===== src/hdl/lrut_pkg.sv =====
// Shared types and constants for the LRU replacement tracker.
// Holds the command codes and the transfer structs; depends on nothing else.
`default_nettype none

package lrut_pkg;

    // Block index as carried on the ports
    localparam int BLK_W     = 4;
    localparam int BLK_RANGE = 16;

    typedef logic [BLK_W-1:0] t_blk;
    typedef logic [1:0]       t_cmd;

    // Command codes
    localparam t_cmd CMD_ACCESS  = 2'd0;
    localparam t_cmd CMD_REPLACE = 2'd1;
    localparam t_cmd CMD_CLEAR   = 2'd2;

    // Input transfer
    typedef struct packed {
        t_cmd command;
        t_blk block_index;
    } t_lrut_in;

    // Result transfer
    typedef struct packed {
        t_blk victim_index;
        logic victim_found;
    } t_lrut_out;

endpackage

`default_nettype wire


===== src/hdl/lru_replacement_tracker_unit.sv =====
// LRU replacement tracker: recency list in a single-port-write memory,
// walked by a small sequencer. Depends on lrut_pkg.
//
//   channel   | direction | handshake          | payload
//   ----------+-----------+--------------------+-------------------------------
//   command   | in        | start, busy        | i_item  (command, block_index)
//   result    | out       | o_strobe (1 cycle) | o_result (victim_index, found)
//
// Sequencing: an access to an unlisted block, a clear and a replace on an
// empty list are handled at acceptance and leave the block ready. An access
// to a listed block does one memory read per cycle to find it, then one read
// and one write per cycle to close the gap, then one write to append; nothing
// moves if it is already most recent. A replace reads the victim at the head,
// then closes the gap the same way. The one read port and write port set this order.
// Reset is synchronous and active low; it empties the list. The result is
// shown for one cycle and the receiver cannot hold it off.
`default_nettype none

module lru_replacement_tracker_unit
    import lrut_pkg::*;
#(
    parameter int NUM_BLOCKS = 16
) (
    input  wire logic      i_clk,
    input  wire logic      i_rst_n,
    input  wire logic      start,
    output logic           busy,
    input  wire t_lrut_in  i_item,
    output logic           o_strobe,
    output t_lrut_out      o_result
);

    localparam int AW = (NUM_BLOCKS > 1) ? $clog2(NUM_BLOCKS) : 1;
    localparam int CW = $clog2(NUM_BLOCKS + 1);

    typedef enum logic [4:0] {
        S_IDLE   = 5'b00001,
        S_SEARCH = 5'b00010,
        S_VICTIM = 5'b00100,
        S_SHIFT  = 5'b01000,
        S_APPEND = 5'b10000
    } t_state;

    t_state                r_state, n_state;
    logic [CW-1:0]         r_count, n_count;
    logic [BLK_RANGE-1:0]  r_mark, n_mark;
    logic [AW-1:0]         r_pos, n_pos;
    t_blk                  r_blk, n_blk;
    logic                  r_replace, n_replace;
    logic                  r_strobe, n_strobe;
    t_lrut_out             r_result, n_result;

    // Recency list memory, least recent at address 0
    t_blk                  r_mem [NUM_BLOCKS];
    t_blk                  r_rdata;
    logic                  mem_we, mem_re;
    logic [AW-1:0]         mem_waddr, mem_raddr;
    t_blk                  mem_wdata;

    logic                  accept;
    logic                  blk_ok;
    logic [CW-1:0]         pos_next;
    logic [AW-1:0]         pos_inc;

    assign accept   = start && !busy;
    assign blk_ok   = ({28'd0, i_item.block_index} < 32'(NUM_BLOCKS));
    assign pos_next = CW'(r_pos) + CW'(1);
    assign pos_inc  = r_pos + AW'(1);

    // Sequencer
    always_comb begin
        n_state   = r_state;
        n_count   = r_count;
        n_mark    = r_mark;
        n_pos     = r_pos;
        n_blk     = r_blk;
        n_replace = r_replace;
        n_strobe  = 1'b0;
        n_result  = r_result;
        mem_we    = 1'b0;
        mem_waddr = r_pos - AW'(1);
        mem_wdata = r_rdata;
        mem_re    = 1'b0;
        mem_raddr = pos_inc;

        unique case (r_state)
            S_IDLE: begin
                if (accept) begin
                    case (i_item.command)
                        CMD_ACCESS: begin
                            if (blk_ok) begin
                                n_blk = i_item.block_index;
                                if (r_mark[i_item.block_index]) begin
                                    // listed: find it first
                                    mem_re    = 1'b1;
                                    mem_raddr = '0;
                                    n_pos     = '0;
                                    n_replace = 1'b0;
                                    n_state   = S_SEARCH;
                                end else if (r_count < CW'(NUM_BLOCKS)) begin
                                    // not listed: append at once
                                    mem_we    = 1'b1;
                                    mem_waddr = r_count[AW-1:0];
                                    mem_wdata = i_item.block_index;
                                    n_count   = r_count + CW'(1);
                                    n_mark[i_item.block_index] = 1'b1;
                                end
                            end
                        end
                        CMD_REPLACE: begin
                            if (r_count == '0) begin
                                n_strobe = 1'b1;
                                n_result = '0;
                            end else begin
                                mem_re    = 1'b1;
                                mem_raddr = '0;
                                n_pos     = '0;
                                n_replace = 1'b1;
                                n_state   = S_VICTIM;
                            end
                        end
                        CMD_CLEAR: begin
                            n_mark  = '0;
                            n_count = '0;
                        end
                        default: ;
                    endcase
                end
            end
            S_SEARCH: begin
                if (r_rdata == r_blk) begin
                    if (pos_next < r_count) begin
                        mem_re  = 1'b1;
                        n_pos   = pos_inc;
                        n_state = S_SHIFT;
                    end else begin
                        // already most recent: nothing moves
                        n_state = S_IDLE;
                    end
                end else if (pos_next < r_count) begin
                    mem_re = 1'b1;
                    n_pos  = pos_inc;
                end else begin
                    n_state = S_IDLE;
                end
            end
            S_VICTIM: begin
                n_strobe                    = 1'b1;
                n_result.victim_index       = r_rdata;
                n_result.victim_found       = 1'b1;
                n_mark[r_rdata]             = 1'b0;
                if (pos_next < r_count) begin
                    mem_re  = 1'b1;
                    n_pos   = pos_inc;
                    n_state = S_SHIFT;
                end else begin
                    n_count = r_count - CW'(1);
                    n_state = S_IDLE;
                end
            end
            S_SHIFT: begin
                // move the entry just read one place toward the head
                mem_we = 1'b1;
                if (pos_next < r_count) begin
                    mem_re = 1'b1;
                    n_pos  = pos_inc;
                end else if (r_replace) begin
                    n_count = r_count - CW'(1);
                    n_state = S_IDLE;
                end else begin
                    n_state = S_APPEND;
                end
            end
            S_APPEND: begin
                mem_we    = 1'b1;
                mem_waddr = AW'(r_count - CW'(1));
                mem_wdata = r_blk;
                n_state   = S_IDLE;
            end
            default: n_state = S_IDLE;
        endcase
    end

    // Control registers
    always_ff @(posedge i_clk) begin
        if (!i_rst_n) begin
            r_state  <= S_IDLE;
            r_count  <= '0;
            r_mark   <= '0;
            r_strobe <= 1'b0;
        end else begin
            r_state  <= n_state;
            r_count  <= n_count;
            r_mark   <= n_mark;
            r_strobe <= n_strobe;
        end
    end

    // Payload registers
    always_ff @(posedge i_clk) begin
        r_pos     <= n_pos;
        r_blk     <= n_blk;
        r_replace <= n_replace;
        r_result  <= n_result;
    end

    // Memory: one write, one registered read
    always_ff @(posedge i_clk) begin
        if (mem_we) begin
            r_mem[mem_waddr] <= mem_wdata;
        end
        if (mem_re) begin
            r_rdata <= r_mem[mem_raddr];
        end
    end

    assign busy     = (r_state != S_IDLE);
    assign o_strobe = r_strobe;
    assign o_result = r_result;

    // Checks
    a_count_range: assert property (@(posedge i_clk) disable iff (!i_rst_n)
        r_count <= CW'(NUM_BLOCKS))
        else $error("list count beyond depth");

    a_marks_match_count: assert property (@(posedge i_clk) disable iff (!i_rst_n)
        (r_state == S_IDLE) |-> (32'(r_count) == $countones(r_mark)))
        else $error("listed marks disagree with list count");

    a_empty_result: assert property (@(posedge i_clk) disable iff (!i_rst_n)
        (o_strobe && !o_result.victim_found) |-> (o_result.victim_index == '0))
        else $error("empty replace returned a nonzero index");

    a_busy_needs_start: assert property (@(posedge i_clk) disable iff (!i_rst_n)
        (!busy && !start) |=> !busy)
        else $error("busy raised without a transfer");

    a_strobe_needs_replace: assert property (@(posedge i_clk) disable iff (!i_rst_n)
        (r_state == S_IDLE && !(start && i_item.command == CMD_REPLACE)) |=> !o_strobe)
        else $error("result without a replace request");

endmodule

`default_nettype wire

===== config.mk =====
export PLATFORM = sky130hd
export DESIGN_NAME = lru_replacement_tracker_unit
export DESIGN_NICKNAME = d
export VERILOG_FILES = /design/src/hdl/lrut_pkg.sv /design/src/hdl/lru_replacement_tracker_unit.sv
export SDC_FILE = /design/constraint.sdc
export NUM_CORES = 1
export LEC_CHECK = 0
export ABC_AREA = 0
export BUFFER_PORTS_ARGS = -buffer_cell sky130_fd_sc_hd__buf_2
export CAP_MARGIN = 10
export CELL_PAD_IN_SITES_DETAIL_PLACEMENT = 1
export CELL_PAD_IN_SITES_GLOBAL_PLACEMENT = 2
export CORE_MARGIN = 2
export CORE_UTILIZATION = 46
export CTS_CLUSTER_SIZE = 16
export DETAILED_ROUTE_END_ITERATION = 8
export MAX_ROUTING_LAYER = met4
export PLACE_DENSITY_LB_ADDON = 0.1
export SETUP_SLACK_MARGIN = 0.15
export SLEW_MARGIN = 10
export SYNTH_ARGS = -nofsm -noshare
export SYNTH_HDL_FRONTEND = slang
export SYNTH_SLANG_ARGS = --single-unit

===== constraint.sdc =====
create_clock -name i_clk -period 8.7 [get_ports i_clk]
set_input_delay 0.435 -clock i_clk [delete_from_list [all_inputs] [get_ports i_clk]]
set_output_delay 0.435 -clock i_clk [all_outputs]
set_load 0.005 [all_outputs]

==> results_dict.tcl, run 1 <==
set metrics [dict create \
    min_period_over_period_pct 44.3 \
    core-area_um2 12000 \
    grt_max_degree 26 \
    peakVddDrop_v 0.000189 \
    clkPwrFrac_pct 37.0 \
    vias 4170 \
    cts_max_level 3 \
    required_ps 8700 \
    drive_gt1_share_pct 13.0 \
    synth_edf_count 82 \
    status "finished, final reports clean" \
    power_density_nw_per_um2 188 \
    routedWlPerCell_um 22.8 \
    finalSetupTns_ps 0 \
    end_kind "flip-flop" \
    nNetsFinal 530 \
    clkLatencyLatePin_ps 360 \
    chipHeight_um 115 \
    grt-ovfl-total 0 \
    use_met1_pct 30.2 \
    rsz0062_at_grt "false" \
    syn_nets 524 \
    ctsHoldBuffers 0 \
    use_met3_pct 5.80 \
    grt_pass1_wl_mm 24.0 \
    gp_congestion 0.822 \
    fp.dieW_um 115 \
    regToRegSetupSlack_ps 4840 \
    post-route-min-period_ps 3860 \
    die_area_um2 13200 \
    globalRouteTotalUtil_pct 25.2 \
    first_global_vias 4385 \
    routed_wl_mm 15.1 \
    finalClockSkew_ps 6.42 \
    clkTransAtPathRegs_ps 70 \
    syn_area_per_cell_um2 11.2 \
    hpwl_mm 10.9 \
    antenna_cells 0 \
    combPwrFrac_pct 12.6 \
    hold_path_class "in -> reg" \
    ys_seq_area_share_pct 53.0 \
    rows 40 \
    finalSetupViolations 0 \
    cts_buffer_depth 2 \
    crit_type "reg -> reg" \
    worstMarginPinSlew_ps 1030 \
    p_seq_share_pct 50.4 \
    grt-busiest-layer "met2" \
    viasPerCell 6.28 \
    io_buffers 15 \
    cts_setup_buffers 0 \
    ant_nets 0 \
    ioPinCount 16 \
    dr.pass1.iters 4 \
    start_util_pct 47.2 \
    synth_cell_types 66 \
    netlist_area_um2 5670 \
    power_leakage_nw 2.09 \
    arrival_ps 3860 \
    grtUsageMet2_pct 42.4 \
    drc 0 \
    cts_tree "built" \
    cts_buffers 9 \
    clock_sinks 109 \
    drtIter0Drc 297 \
    root_buffer "clkbuf_16" \
    drv_cap 0 \
    synth-seq-cells 109 \
    hold_violations 0 \
    syn2layout_area_growth_pct 8.04 \
    p_switching_uw 308 \
    synthCells 506 \
    yosys_warnings 0 \
    cp_max_fo 25 \
    switching_share_pct 26.7 \
    cp-start-kind "flip-flop" \
    relSlewSlack_pct 31.2 \
    cts_resized 0 \
    max_freq_ghz 0.259 \
    power_mw 1.15 \
    synth_flop_cell "edfxtp_1" \
    async_reset_ff_share_pct 0 \
    p_int_uw 844 \
    antenna_found_initial 0 \
    final_max_slew_viol_count 0 \
]
## registers in the layout, indices dropped and copies added (netlist names)
name and count:
r_replace 1, o_result 5, r_mark 16, r_blk 4, r_mem 64, r_pos 4, r_state 5, r_rdata 4
r_count 5, o_strobe 1
## worst max-delay path, cell delays in order, from the launching register on
cell,delay [ps]
edfxtp_1,320
buf_4,320
inv_1,260
ha_1,1040
ha_1,390
a211oi_1,200
o31a_1,310
inv_1,130
o21ai_0,500
## power groups by stage
stage                     Combinational (mW)  Clock, mW  Sequential, mW
after floorplan                        0.106          0           0.588
after global placement                 0.142          0           0.592
after detailed placement               0.144          0           0.593
after CTS                              0.145      0.434           0.581
after global routing                   0.161      0.451           0.582
final                                  0.145      0.426           0.581
## area by class of cell
class / count / area (um2)
multi-input cells: 356 / 2470
fillers: 1275 / 5890
flip-flops and latches: 109 / 3000
repair buffers: 16 / 82.6
well taps: 147 / 184
clock buffers: 9 / 225
inverters: 20 / 75.1
clock inverters: 7 / 80.1
## path summary, 6_finish.rpt
path / from / endpoint / cells after the start
max: r_pos[0] / r_pos[3] / 8
min reg2reg: r_replace / r_state[4] / 1
min: i_item[0] / r_blk[0] / 1
max reg2reg: r_pos[0] / r_pos[3] / 8
## cells in the final DEF, fill, tap and decap left out, drive strengths merged, types with 2 or more instances in the layout
| master | count |
|---|---|
| a2111oi | 2 |
| a211oi | 6 |
| a21boi | 2 |
| a21o | 6 |
| a21oi | 29 |
| a221oi | 3 |
| a22oi | 6 |
| a31oi | 3 |
| a32oi | 2 |
| and2 | 4 |
| and3 | 9 |
| buf | 16 |
| clkbuf | 9 |
| clkinv | 4 |
| dfxtp | 27 |
| edfxtp | 82 |
| ha | 9 |
| inv | 22 |
| mux2 | 4 |
| mux2i | 11 |
| mux4 | 9 |
| nand2 | 39 |
| nand2b | 7 |
| nand3 | 16 |
| nand4 | 3 |
| nor2 | 48 |
| nor2b | 8 |
| nor3 | 27 |
| nor3b | 4 |
| nor4 | 9 |
| o2111ai | 4 |
| o211ai | 35 |
| o21ai | 18 |
| o221ai | 2 |
| o31a | 2 |
| o31ai | 5 |
| or2 | 3 |
| or3 | 2 |
| xnor2 | 9 |
## synthesized netlist by cell type (3+ instances only)
| library cell | instances | share of area [%] |
|---|---|---|
| nor2b_1 | 8 | 0.88 |
| mux2i_1 | 11 | 1.9 |
| mux4_2 | 9 | 3.6 |
| and3_1 | 9 | 0.99 |
| nand3_1 | 16 | 1.4 |
| o2111ai_1 | 4 | 0.62 |
| nand2b_1 | 7 | 0.77 |
| buf_2 | 6 | 0.53 |
| nor2_1 | 48 | 3.2 |
| nor3_2 | 3 | 0.53 |
| nor3_1 | 23 | 2.0 |
| nor4_1 | 9 | 0.99 |
| clkbuf_1 | 10 | 0.66 |
| o21ai_0 | 12 | 1.1 |
| dfxtp_1 | 27 | 9.5 |
| and2_1 | 4 | 0.44 |
| buf_6 | 4 | 0.79 |
| inv_1 | 17 | 1.1 |
| o211ai_1 | 34 | 4.5 |
| o21ai_1 | 5 | 0.44 |
| mux2_2 | 4 | 0.79 |
| a211oi_1 | 5 | 0.66 |
| a221oi_1 | 3 | 0.46 |
| o31ai_1 | 5 | 0.66 |
| nor3b_2 | 3 | 0.66 |
| nand2_1 | 38 | 2.5 |
| a22oi_1 | 4 | 0.53 |
| edfxtp_1 | 82 | 43 |
| a21oi_1 | 29 | 2.6 |
| xnor2_1 | 9 | 1.4 |
| a21o_1 | 6 | 0.79 |
| ha_1 | 9 | 2.0 |
## routing by layer
metal  vias up  wire [um]
met5         -          0
met1      2119       6470
met2        74       7750
met4         0        285
met3        22        632
li1       1955          -
## through the flow
step           hold slack [ps]  instance area, um2  util [%]  std cells  worst slack (ps)
3_5_place_dp               482                5810      48.4        648              4830
3_3_place_gp               478                5810      48.4        648              4880
2_1_floorplan              442                5670         -        506              5840
4_1_cts                    431                6120      50.9        664              4790
5_1_grt                    445                6120      51.0        664              4510
6_report                   446                6120      51.0        664              4840
## cell families (layout without fill, tap and decap cells)
kind of cell / after synthesis / after routing / share of synthesized area [%]
multiplexers: 24 / 24 / 6.32
adder cells (fa/ha/maj): 9 / 9 / 1.99
buffers and inverters: 41 / 52 / 3.45
AO/OA/AOI/OAI: 133 / 133 / 17.5
AND/OR/NAND/NOR: 180 / 180 / 16.2
XOR/XNOR: 10 / 10 / 1.55
flip-flops: 109 / 109 / 53.0
No activity file was read; power rests on OpenSTA's default activity.
==> run 2, diff against run 1 <==
--- a/config.mk
+++ b/config.mk
@@ -11,7 +11,7 @@
 export CELL_PAD_IN_SITES_DETAIL_PLACEMENT = 1
 export CELL_PAD_IN_SITES_GLOBAL_PLACEMENT = 2
 export CORE_MARGIN = 2
-export CORE_UTILIZATION = 46
+export CORE_UTILIZATION = 43
 export CTS_CLUSTER_SIZE = 16
 export DETAILED_ROUTE_END_ITERATION = 8
 export MAX_ROUTING_LAYER = met4
==> constraint.sdc (replaced) <==
create_clock -name i_clk -period 3.95 [get_ports i_clk]
set_input_delay 0.1975 -clock i_clk [delete_from_list [all_inputs] [get_ports i_clk]]
set_output_delay 0.1975 -clock i_clk [all_outputs]
set_load 0.005 [all_outputs]
==> results_dict.tcl, run 2 (synthesis gave the netlist of run 1 again) <==
set metrics [dict create \
    status "finished, final reports clean" \
    finalSetupTns_ps 0 \
    grt_pass1_wl_mm 26.0 \
    multi_input_area_um2 2470 \
    routed_wl_mm 16.1 \
    clock_sinks 109 \
    largest_reg_flops 64 \
    viasPerCell 6.04 \
    cp-start-kind "flip-flop" \
    setup_ws_ps 683 \
    antenna_cells 0 \
    cts_buffer_depth 2 \
    worstMarginPinSlew_ps 876 \
    globalRouteTotalUtil_pct 24.8 \
    finalSetupViolations 0 \
    min_period_over_period_pct 82.7 \
    cpMostUsedCell "or2_1" \
    hold_violations 0 \
    cp_max_fo 8 \
    whs_path_depth 2 \
    seq_area_um2 3000 \
    finalClockSkew_ps 6.69 \
    cts_max_level 3 \
    drc 0 \
    antenna_found_initial 0 \
    rsz0062_at_grt "false" \
    place_inst 680 \
    cts_tree "built" \
    critPathSlowestCell "nor3b_1" \
    final_cell_mix "edfxtp_1, nor2_1, nand2_1" \
    rows 41 \
    slowest_delay_ps 710 \
    clkTransAtPathRegs_ps 70 \
    ioPinCount 16 \
    gp_congestion 0.848 \
    crit_type "reg -> reg" \
    cts_setup_buffers 0 \
    start_util_pct 44.5 \
    largest_register "r_mem" \
    cts_buffers 9 \
    grt_max_degree 25 \
    required_ps 3940 \
    die_area_um2 14100 \
    io_buffers 15 \
    end_kind "flip-flop" \
    final_common_cell "edfxtp_1" \
    fillCellCount 1421 \
    arrival_ps 3260 \
    power_leakage_nw 2.12 \
    whs_ps 205 \
    drtIter0Drc 345 \
    ctsHoldBuffers 0 \
    hpwl_mm 11.7 \
    drv_cap 0 \
    relSlewSlack_pct 41.5 \
    place_worst_setup_slack_ps 559 \
    largest_registers "r_mem x64, r_mark x16" \
    clkLatencyLatePin_ps 360 \
    fp.dieW_um 119 \
    peakVddDrop_v 0.000199 \
    postLayoutCoreUtil_pct 48.7 \
    power_density_nw_per_um2 414 \
    hold_path_class "in -> reg" \
    critical_path.cell_chain "nor2b_1 -> nand4_2 -> a2111oi_4 -> or2_1 -> nor3_2 -> or2_1 -> nor3b_1" \
    first_global_vias 4290 \
    fin_cells 696 \
    grt-ovfl-total 0 \
    max_freq_ghz 0.306 \
    root_buffer "clkbuf_16" \
    vias 4207 \
    routedWlPerCell_um 23.1 \
    core-area_um2 12700 \
    cts_resized 0 \
    nNetsFinal 537 \
    dr.pass1.iters 5 \
    drive_gt1_share_pct 13.5 \
    rr_worst_depth 7 \
    post-route-min-period_ps 3270 \
    ant_nets 0 \
    syn2layout_area_growth_pct 9.45 \
    chipHeight_um 119 \
    final_max_slew_viol_count 0 \
]
[run 2: cell types whose count changed in the layout (fill, tap and decap cells not counted)]
cell and change:
buf_4 +7, clkinv_1 +2, o21ai_2 -1, clkinv_2 -2, o21ai_1 +1, inv_6 -1
inv_8 +1
[run 2: worst paths after layout]
kind	endpoint	startpoint	slack [ps]
min	r_count[1]	i_rst_n	200
min reg2reg	r_state[4]	r_replace	510
max reg2reg	r_mem[10][0]	r_state[0]	680
max	r_mem[10][0]	r_state[0]	680
[run 2: worst max-delay path, delay by kind of cell, from the launching register on]
family / cells / cell delay, ps
compound gates: 1 / 470
simple gates: 6 / 2050
flops: 1 / 370
[run 2: cell type report]
| type | count | share of cell area (%) |
|---|---|---|
| Timing Repair Buffer | 23 | 2.18 |
| Clock inverter | 7 | 1.29 |
| Clock buffer | 9 | 3.63 |
| Inverter | 20 | 1.21 |
| Multi-Input combinational cell | 356 | 39.8 |
| Tap cell | 172 | 3.47 |
| Sequential cell | 109 | 48.4 |
[run 2: power breakdown]
group	switching, mW	total (mW)	internal (mW)	leakage (nW)
Clock	0.447	0.951	0.504	0.151
Sequential	0.0214	1.28	1.26	0.966
Combinational	0.230	0.335	0.105	0.998
Total	0.698	2.57	1.87	2.12
[run 2: stage by stage]
stage               area (um2)  power, mW
floorplan                 5670       1.53
global placement          5900       1.63
detailed placement        5900       1.64
CTS                       6200       2.58
global route              6200       2.66
finish                    6200       2.57
[run 2: routing by layer]
layer | up-vias | part of all wire, % | GRT usage [%] | routed length, um
li1 | 1970 | - | - | -
met1 | 2139 | 50 | 36.0 | 7960
met2 | 84 | 45 | 36.4 | 7220
met3 | 14 | 4.2 | 4.30 | 673
met4 | 0 | 1.2 | 5.65 | 197
met5 | - | 0 | - | 0
